### src/rtl/ils_pkg.sv
// types, constants and digit helpers for the integer literal scanner
// no dependencies; imported by integer_literal_scanner

package ils_pkg;

	localparam int unsigned CNT_W   = 9;
	localparam int unsigned POS_W   = 9;
	localparam int unsigned ACC_W   = 64;
	localparam int unsigned NUM_ALT = 4;

	localparam int unsigned DEF_MAX_BIN_DIGITS = 256;
	localparam int unsigned DEF_MAX_OCT_DIGITS = 24;
	localparam int unsigned DEF_MAX_HEX_DIGITS = 20;
	localparam int unsigned DEF_MAX_DEC_DIGITS = 20;

	localparam logic [POS_W-1:0] POS_MAX = '1;

	localparam logic [7:0] CH_PLUS  = 8'h2b;
	localparam logic [7:0] CH_MINUS = 8'h2d;
	localparam logic [7:0] CH_ZERO  = 8'h30;
	localparam logic [7:0] CH_ONE   = 8'h31;
	localparam logic [7:0] CH_SEVEN = 8'h37;
	localparam logic [7:0] CH_NINE  = 8'h39;
	localparam logic [7:0] CH_B     = 8'h62;
	localparam logic [7:0] CH_X     = 8'h78;
	localparam logic [7:0] CH_LA    = 8'h61;
	localparam logic [7:0] CH_LF    = 8'h66;
	localparam logic [7:0] CH_UA    = 8'h41;
	localparam logic [7:0] CH_UF    = 8'h46;

	typedef enum logic [1:0] {
		KIND_BIN = 2'd0,
		KIND_OCT = 2'd1,
		KIND_HEX = 2'd2,
		KIND_DEC = 2'd3
	} kind_t;

	typedef enum logic [2:0] {
		ST_RUN   = 3'b001,
		ST_MATCH = 3'b010,
		ST_FAIL  = 3'b100
	} status_t;

	typedef struct packed {
		logic [ACC_W-1:0] acc;
		logic [CNT_W-1:0] cnt;
		status_t          st;
		logic [POS_W-1:0] endp;
		logic             ovf;
	} alt_t;

	localparam alt_t ALT_CLEAR = '{acc: '0, cnt: '0, st: ST_RUN, endp: '0, ovf: 1'b0};

	// hex digit decode: bit 4 is valid
	function automatic logic [4:0] hex_value(logic [7:0] c);
		logic [4:0] v;
		v = '0;
		if (c >= CH_ZERO && c <= CH_NINE) begin
			v = {1'b1, 4'(c - CH_ZERO)};
		end else if (c >= CH_LA && c <= CH_LF) begin
			v = {1'b1, 4'(c - CH_LA + 8'd10)};
		end else if (c >= CH_UA && c <= CH_UF) begin
			v = {1'b1, 4'(c - CH_UA + 8'd10)};
		end
		return v;
	endfunction

	// acc = acc * radix + d, with sticky wrap flag
	function automatic alt_t take_digit(alt_t a, logic [3:0] d, kind_t rk);
		alt_t b;
		logic [ACC_W+3:0] wide;
		b = a;
		wide = '0;
		unique case (rk)
			KIND_BIN: begin
				wide = {3'b0, a.acc, 1'b0} + (ACC_W+4)'(d);
			end
			KIND_OCT: begin
				wide = {1'b0, a.acc, 3'b0} + (ACC_W+4)'(d);
			end
			KIND_HEX: begin
				wide = {a.acc, 4'b0} + (ACC_W+4)'(d);
			end
			KIND_DEC: begin
				wide = {1'b0, a.acc, 3'b0} + {3'b0, a.acc, 1'b0} + (ACC_W+4)'(d);
			end
			default: begin
				wide = '0;
			end
		endcase
		if (wide[ACC_W+3:ACC_W] != '0)
			b.ovf = 1'b1;
		b.acc = wide[ACC_W-1:0];
		b.cnt = a.cnt + CNT_W'(1);
		return b;
	endfunction

	// greedy bounded repeat of digits
	function automatic alt_t repeat_step(alt_t a, logic ok, logic [3:0] d, kind_t rk,
			logic [CNT_W-1:0] limit, logic [POS_W-1:0] pos);
		alt_t b;
		b = a;
		if (ok && a.cnt < limit) begin
			b = take_digit(a, d, rk);
			if (b.cnt >= limit) begin
				b.st   = ST_MATCH;
				b.endp = pos + POS_W'(1);
			end
		end else if (a.cnt != '0) begin
			b.st   = ST_MATCH;
			b.endp = pos;
		end else begin
			b.st = ST_FAIL;
		end
		return b;
	endfunction

endpackage

### src/rtl/integer_literal_scanner.sv
// integer literal scanner top level: sign, binary, octal, hex and decimal forms
// depends on ils_pkg
//
// usage: characters arrive one beat each on the item channel (character,
// first_char, last_char). first_char starts a new attempt; last_char ends the
// text and yields one beat on the result channel (matched, radix_kind,
// match_length, magnitude, negative, overflowed). other beats yield nothing.
// an input register feeds the scan state; all four forms are updated in the
// same cycle with shift-and-add logic, and a result register holds the outcome.
// a last_char beat passes through the input register and then the result register before its result shows.
// throughput: one character per cycle while results are taken.
// after a last_char beat the scan state is cleared, so the next character
// starts a new attempt.
// reset clears the scan state and both valid flags.
// when the receiver stalls, characters keep flowing until a second last_char
// beat reaches the input register; it then waits there and item_ready drops
// until the pending result is taken.

module integer_literal_scanner
	import ils_pkg::*;
#(
	parameter int unsigned MAX_BIN_DIGITS = DEF_MAX_BIN_DIGITS,
	parameter int unsigned MAX_OCT_DIGITS = DEF_MAX_OCT_DIGITS,
	parameter int unsigned MAX_HEX_DIGITS = DEF_MAX_HEX_DIGITS,
	parameter int unsigned MAX_DEC_DIGITS = DEF_MAX_DEC_DIGITS
) (
	input  logic             clk,
	input  logic             arst_n,
	input  logic             item_valid,
	output logic             item_ready,
	input  logic [7:0]       character,
	input  logic             first_char,
	input  logic             last_char,
	output logic             result_valid,
	input  logic             result_ready,
	output logic             matched,
	output logic [1:0]       radix_kind,
	output logic [8:0]       match_length,
	output logic [ACC_W-1:0] magnitude,
	output logic             negative,
	output logic             overflowed
);

	localparam logic [CNT_W-1:0] LIM_BIN = CNT_W'(MAX_BIN_DIGITS);
	localparam logic [CNT_W-1:0] LIM_OCT = CNT_W'(MAX_OCT_DIGITS);
	localparam logic [CNT_W-1:0] LIM_HEX = CNT_W'(MAX_HEX_DIGITS);
	localparam logic [CNT_W-1:0] LIM_DEC = CNT_W'(MAX_DEC_DIGITS);

	// input register
	logic       valid_s1;
	logic [7:0] char_s1;
	logic       first_s1;
	logic       last_s1;

	// scan state
	logic [POS_W-1:0] pos_q;
	logic             minus_q;
	logic             sgn_off_q;
	alt_t             alt_q [NUM_ALT];

	// result register
	logic             res_valid_q;
	logic             matched_q;
	kind_t            kind_q;
	logic [POS_W-1:0] len_q;
	logic [ACC_W-1:0] mag_q;
	logic             neg_q;
	logic             ovf_q;

	logic advance;
	logic step;

	logic [POS_W-1:0] pos_c;
	logic             minus_c;
	logic             sgn_off_c;
	alt_t             cur [NUM_ALT];
	alt_t             nxt [NUM_ALT];
	alt_t             fin [NUM_ALT];
	logic             minus_n;
	logic             sgn_off_n;
	logic [POS_W-1:0] pos_n;
	logic [POS_W-1:0] rel;
	logic             is_dig;
	logic             is_oct;
	logic [4:0]       hv;

	logic             sel_hit;
	kind_t            sel_kind;
	logic [POS_W-1:0] sel_len;
	logic [ACC_W-1:0] sel_mag;
	logic             sel_ovf;

	assign advance    = !last_s1 || !res_valid_q || result_ready;
	assign item_ready = !valid_s1 || advance;
	assign step       = valid_s1 && advance;

	always_ff @(posedge clk or negedge arst_n) begin
		if (!arst_n) begin
			valid_s1 <= 1'b0;
		end else if (item_ready) begin
			valid_s1 <= item_valid;
		end
	end

	always_ff @(posedge clk) begin
		if (item_ready && item_valid) begin
			char_s1  <= character;
			first_s1 <= first_char;
			last_s1  <= last_char;
		end
	end

	// per-character update
	always_comb begin
		pos_c     = first_s1 ? '0 : pos_q;
		minus_c   = first_s1 ? 1'b0 : minus_q;
		sgn_off_c = first_s1 ? 1'b0 : sgn_off_q;
		for (int k = 0; k < NUM_ALT; k++) begin
			cur[k] = first_s1 ? ALT_CLEAR : alt_q[k];
			nxt[k] = cur[k];
		end
		minus_n   = minus_c;
		sgn_off_n = sgn_off_c;
		rel       = pos_c - POS_W'(sgn_off_c);
		is_dig    = (char_s1 >= CH_ZERO) && (char_s1 <= CH_NINE);
		is_oct    = (char_s1 >= CH_ZERO) && (char_s1 <= CH_SEVEN);
		hv        = hex_value(char_s1);

		if (pos_c == '0 && (char_s1 == CH_PLUS || char_s1 == CH_MINUS)) begin
			sgn_off_n = 1'b1;
			minus_n   = (char_s1 == CH_MINUS);
		end else begin
			if (cur[KIND_BIN].st == ST_RUN) begin
				if ((char_s1 == CH_ZERO || char_s1 == CH_ONE) && cur[KIND_BIN].cnt < LIM_BIN) begin
					nxt[KIND_BIN] = take_digit(cur[KIND_BIN], 4'(char_s1[0]), KIND_BIN);
				end else if (char_s1 == CH_B && cur[KIND_BIN].cnt != '0) begin
					nxt[KIND_BIN].st   = ST_MATCH;
					nxt[KIND_BIN].endp = pos_c + POS_W'(1);
				end else begin
					nxt[KIND_BIN].st = ST_FAIL;
				end
			end

			if (cur[KIND_OCT].st == ST_RUN) begin
				if (rel == '0) begin
					if (char_s1 != CH_ZERO)
						nxt[KIND_OCT].st = ST_FAIL;
				end else begin
					nxt[KIND_OCT] = repeat_step(cur[KIND_OCT], is_oct, char_s1[3:0],
						KIND_OCT, LIM_OCT, pos_c);
				end
			end

			if (cur[KIND_HEX].st == ST_RUN) begin
				if (rel == '0) begin
					if (char_s1 != CH_ZERO)
						nxt[KIND_HEX].st = ST_FAIL;
				end else if (rel == POS_W'(1)) begin
					if (char_s1 != CH_X)
						nxt[KIND_HEX].st = ST_FAIL;
				end else begin
					nxt[KIND_HEX] = repeat_step(cur[KIND_HEX], hv[4], hv[3:0],
						KIND_HEX, LIM_HEX, pos_c);
				end
			end

			if (cur[KIND_DEC].st == ST_RUN)
				nxt[KIND_DEC] = repeat_step(cur[KIND_DEC], is_dig, char_s1[3:0],
					KIND_DEC, LIM_DEC, pos_c);
		end

		pos_n = (pos_c < POS_MAX) ? pos_c + POS_W'(1) : POS_MAX;
	end

	// close forms at end of text and pick the first match
	always_comb begin
		for (int k = 0; k < NUM_ALT; k++) begin
			fin[k] = nxt[k];
			if (nxt[k].st == ST_RUN) begin
				if (k == int'(KIND_BIN) || nxt[k].cnt == '0) begin
					fin[k].st = ST_FAIL;
				end else begin
					fin[k].st   = ST_MATCH;
					fin[k].endp = pos_c + POS_W'(1);
				end
			end
		end
		sel_hit  = 1'b0;
		sel_kind = KIND_BIN;
		sel_len  = '0;
		sel_mag  = '0;
		sel_ovf  = 1'b0;
		for (int k = NUM_ALT - 1; k >= 0; k--) begin
			if (fin[k].st == ST_MATCH) begin
				sel_hit  = 1'b1;
				sel_kind = kind_t'(k[1:0]);
				sel_len  = fin[k].endp;
				sel_mag  = fin[k].acc;
				sel_ovf  = fin[k].ovf;
			end
		end
	end

	always_ff @(posedge clk or negedge arst_n) begin
		if (!arst_n) begin
			pos_q     <= '0;
			minus_q   <= 1'b0;
			sgn_off_q <= 1'b0;
			for (int k = 0; k < NUM_ALT; k++)
				alt_q[k] <= ALT_CLEAR;
		end else if (step) begin
			if (last_s1) begin
				pos_q     <= '0;
				minus_q   <= 1'b0;
				sgn_off_q <= 1'b0;
				for (int k = 0; k < NUM_ALT; k++)
					alt_q[k] <= ALT_CLEAR;
			end else begin
				pos_q     <= pos_n;
				minus_q   <= minus_n;
				sgn_off_q <= sgn_off_n;
				for (int k = 0; k < NUM_ALT; k++)
					alt_q[k] <= nxt[k];
			end
		end
	end

	always_ff @(posedge clk or negedge arst_n) begin
		if (!arst_n) begin
			res_valid_q <= 1'b0;
		end else if (step && last_s1) begin
			res_valid_q <= 1'b1;
		end else if (result_ready) begin
			res_valid_q <= 1'b0;
		end
	end

	always_ff @(posedge clk) begin
		if (step && last_s1) begin
			matched_q <= sel_hit;
			kind_q    <= sel_kind;
			len_q     <= sel_len;
			mag_q     <= sel_mag;
			neg_q     <= sel_hit && minus_n;
			ovf_q     <= sel_ovf;
		end
	end

	assign result_valid = res_valid_q;
	assign matched      = matched_q;
	assign radix_kind   = kind_q;
	assign match_length = len_q;
	assign magnitude    = mag_q;
	assign negative     = neg_q;
	assign overflowed   = ovf_q;

	a_nomatch_zero: assert property (@(posedge clk) disable iff (!arst_n)
		result_valid && !matched |-> radix_kind == KIND_BIN && match_length == '0
			&& magnitude == '0 && !negative && !overflowed)
		else $error("unmatched result carries nonzero fields");

	a_match_len: assert property (@(posedge clk) disable iff (!arst_n)
		result_valid && matched |-> match_length != '0)
		else $error("matched result with zero length");

	a_last_clears: assert property (@(posedge clk) disable iff (!arst_n)
		step && last_s1 |=> pos_q == '0 && !sgn_off_q && result_valid)
		else $error("end of text did not clear scan state or post a result");

	a_stall_cause: assert property (@(posedge clk) disable iff (!arst_n)
		!item_ready |-> valid_s1 && last_s1 && result_valid && !result_ready)
		else $error("input stalled without a pending result");

endmodule

### config.mk
export PLATFORM = sky130hd
export DESIGN_NAME = integer_literal_scanner
export DESIGN_NICKNAME = d
export VERILOG_FILES = /design/src/rtl/ils_pkg.sv /design/src/rtl/integer_literal_scanner.sv
export SDC_FILE = /design/constraint.sdc
export NUM_CORES = 2
export LEC_CHECK = 0
export BUFFER_PORTS_ARGS = -buffer_cell sky130_fd_sc_hd__clkbuf_2
export CAP_MARGIN = 20
export CORE_ASPECT_RATIO = 0.7
export CORE_MARGIN = 3
export CORE_UTILIZATION = 55
export CTS_BUF_LIST = sky130_fd_sc_hd__clkbuf_8 sky130_fd_sc_hd__clkbuf_16
export DETAILED_ROUTE_END_ITERATION = 8
export GPL_TIMING_DRIVEN = 0
export MAX_ROUTING_LAYER = met4
export PLACE_DENSITY = 0.75
export SYNTH_ARGS = -nofsm -noshare
export SYNTH_HDL_FRONTEND = slang
export SYNTH_SLANG_ARGS = --single-unit
### constraint.sdc
create_clock -name clk -period 5.5 [get_ports clk]
set_clock_uncertainty 0.05 [all_clocks]
set_input_delay 0.825 -clock clk [delete_from_list [all_inputs] [get_ports clk]]
set_output_delay 0.825 -clock clk [all_outputs]
set_load 0.02 [all_outputs]
==> summary.md <==
| Metric | Value |
|---|---|
| Total congestion overflow | 0 |
| Num CTS Buffers | 47 |
| Fin. max-slew vios | 0 |
| Final Cycle Share | 102% |
| Pwr/cell area | 211 nW/µm² |
| Cells along the critical path | buf_4 -> clkinv_4 -> buf_8 -> clkbuf_8 -> nand2_1 -> ha_1 -> o2111ai_1 -> nor2_1 -> nor4_2 -> o21ai_2 -> clkbuf_2 -> buf_1 -> o211ai_1 -> o21ai_2 |
| Delay-heaviest family, CP | buffers and inverters |
| Yosys cell types | around 100 |
| Crit path top cell by count | o21ai_2 |
| CTS tree | built |
| Synth Cell Area | 30400 µm² |
| Worst min path class | input pin to asynchronous set/reset pin |
| Crit path kind | register to register |
| Vias in the first global route | about 29000 |
| Die span in y | 203 µm |
| Hold WS | ~0.13 ns |
| Area growth syn-to-layout | 21.2% |
| H-tree levels | 2 |
| Hpwl dp | roughly 100000 µm |
| Outcome | complete, but fails checks |
| Setup crit start kind | register |
| Share of layout cells above drive strength 1 | 19.3% |
| Clock Sinks | 445 |
| Commonest non-fill, non-tap cells in the layout | dfrtp_1, nand2_1, o21ai_0, a21oi_1, a22o_1 |
| Clock transition at the registers of the reported paths | around 0.070 ns |
| Core footprint | around 54000 µm² |
| First-pass GRT wire length | 199000 µm |
| Unrepaired setup endpoints after global routing | true |
| Number of I/O pins | 94 |
| Syn Nets | 3562 |
| Failing checks | negative setup slack |
| Layout Cells excl Fill | 4393 |
| Final ANT Viol Nets | 0 |
| Arrival time at the worst endpoint | 6.01 ns |
| DIE WIDTH | 287 µm |
| Via count | between 30000 and 40000 |
| Full die area | a little under 60000 µm² |
| Root Driver | clkbuf_16 |
| Top FF cell, synth | dfrtp_1 |
| Vias/cell | 7.33 |
| Starting DRT DRC Count | 5733 |
| Synth async-reset ratio | about four fifths |
| Port Buffers | 93 |
| WP data required | 5.88 ns |
| CP max FO | 10 |
| Leakage | 0.0147 µW |
| DRC viols | 0 |
| Post-synth EDFFs | 88 |
| Crit. End Element | register |
| Worst slew pin tran | 1.31 ns |
| Mean Syn Cell Area | roughly 8.9 µm² |
| GPL Wtd Cong | about 1.1 |
| Fillers | 4296 |
| Crit-path slowest cell | buf_1 |
| Clock Tree Buf Depth | 3 |
| Hold Vio Cnt, Final | 0 |
| # setup viols final | 17 |
| Fmax | 178 MHz |
| Worst-skew pair later-pin latency | roughly 0.62 ns |
| Most common cell after layout, fill and taps aside | dfrtp_1 |
| Max incr delay on CP | 0.77 ns |
| WL/cell | 31.9 µm |
| Antenna violations before repair | 6 |
| Initial core utilization | 56.1% |
| VDD IR-drop max | 0.236 mV |
| Total global-route track usage | 47.7% |
| MaxCap Viol Count | 0 |
| Drt first pass iters | 6 |
| Layout Nets | 3777 |
| Buffers plus inverters on the worst setup path | 6 |
| Largest net degree at the start of global routing | 110 |
| Yosys warns | 0 |
| Final Critical Period | 5.63 ns |
| Syn Inst Count | 3402 |
| Part of the Yosys area used for sequential elements | 38.1% |
| Synth Register Bits | 445 |
| FP Rows | 71 |
| Post-Route WL | 140000 µm |
| Placed cells | 4234 |
| Relative slew margins | 12.9% |
| Final Worst Setup Slack | -0.127 ns |
==> final cells by class <==
type / instances / area, µm² / share of cell area [%]
multi-input combinational: 2638 / 19500 / 52.8
sequential: 445 / 11600 / 31.4
buffer: 232 / 1670 / 4.51
timing repair buffer: 187 / 1450 / 3.92
clock buffer: 54 / 1320 / 3.57
tap: 730 / 913 / 2.48
inverter: 66 / 253 / 0.685
clock inverter: 33 / 211 / 0.573
antenna: 8 / 20.0 / 0.0543
==> metal layers <==
layer | GRT usage (%) | part of all wire, % | vias to the layer above
li1 | - | - | 13200
met1 | 67.4 | 40 | 15500
met2 | 59.7 | 38 | 2902
met3 | 17.5 | 17 | 567
met4 | 21.8 | 6.1 | 0
met5 | - | 0 | -
==> synth_stat cells, types with 19 or more instances <==
library cell,count,area [µm²]
dfrtp_1,353,8830
nand3_1,76,380
inv_1,65,244
a21oi_1,248,1240
a22o_1,207,1810
o211ai_1,33,248
xor2_1,42,368
buf_2,40,200
nand2_1,354,1330
a21o_1,46,345
a22oi_1,25,188
nand2b_1,22,138
and3_1,28,175
o22ai_1,67,419
mux2i_1,158,1580
edfxtp_1,88,2640
o21ai_0,262,1310
xnor2_1,48,420
o21ai_1,29,145
o21bai_1,19,143
o31ai_1,23,173
a31oi_1,31,194
nand4_1,43,269
ha_1,145,1810
nor3_1,55,275
o221ai_1,37,324
buf_1,23,86.3
nor2b_1,104,651
nor2_1,208,781
a211oi_1,29,218
clkbuf_1,183,687
==> cell families (layout without fill, tap and decap cells) <==
family                   Yosys count  in the layout  share of synthesized area (%)
AO/OA/AOI/OAI                   1208           1208                           26.8
flip-flops                       445            445                           38.1
XOR/XNOR                          90             90                           2.59
AND/OR/NAND/NOR                 1031           1031                           16.9
other                              0              8                              0
buffers and inverters            319            572                           4.27
adder cells (fa/ha/maj)          147            147                           6.06
multiplexers                     162            162                           5.35
==> worst register-to-register path: cells and delay by family (launching register included) <==
family                     cells  cell delay (ns)
AOI/OAI and AO/OA              4             1.46
adders and majority gates      1             0.29
buffers and inverters          6             2.25
DFF                            1             0.38
and+or+nand+nor                3             1.01
==> sequential cells by signal, summed over array words and instances (netlist names) <==
signal        count
matched           1
alt_q           344
overflowed        1
sgn_off_q         1
match_length      9
minus_q           1
first_s1          1
char_s1           8
last_s1           1
negative          1
result_valid      1
valid_s1          1
radix_kind        2
magnitude        64
pos_q             9
==> power breakdown <==
part,internal [µW],switching (µW),leakage [µW]
Clock,1800,1510,0.000777
Sequential,3430,35.4,0.00582
Combinational,273,752,0.00811
==> per-stage QoR <==
step | power, µW | cell area [µm²] | setup slack (ns) | setup TNS [ns] | util, %
global route | 7910 | 36900 | -0.0720 | -0.645 | 68.0
CTS | 7650 | 35700 | 0.00268 | 0 | 66.0
finish | 7800 | 36900 | -0.127 | -0.797 | 68.1
global placement | 4310 | 31800 | -5.34 | -2897.73 | 58.7
floorplan | 3900 | 30400 | 0.0593 | 0 | -
detailed placement | 4320 | 32000 | -4.84 | -1122.33 | 59.1
==> worst paths after layout <==
check / cells after the start / end / start / slack [ns]
worst max-delay path: 14 / magnitude[8] / first_s1 / -0.13
max in group asynchronous: 3 / alt_q[249] / arst_n / 3.82
worst min-delay path: 1 / alt_q[43] / arst_n / 0.13
min in group clk: 1 / char_s1[1] / character[1] / 0.34
worst min register to register: 2 / alt_q[28] / alt_q[28] / 0.42
worst max register to register: 14 / magnitude[8] / first_s1 / -0.13
==> timing repair <==
| item | 4_1_cts | 5_1_grt |
|---|---|---|
| buffers inserted | 53 | 26 |
| pin swaps | 48 | 55 |
| endpoints found under the setup margin | 343 | 115 |
| hold buffers | 0 | 0 |
| gates cloned | 2 | 1 |
| resized for setup | 446 | 225 |
No activity file was read; power rests on OpenSTA's default activity.
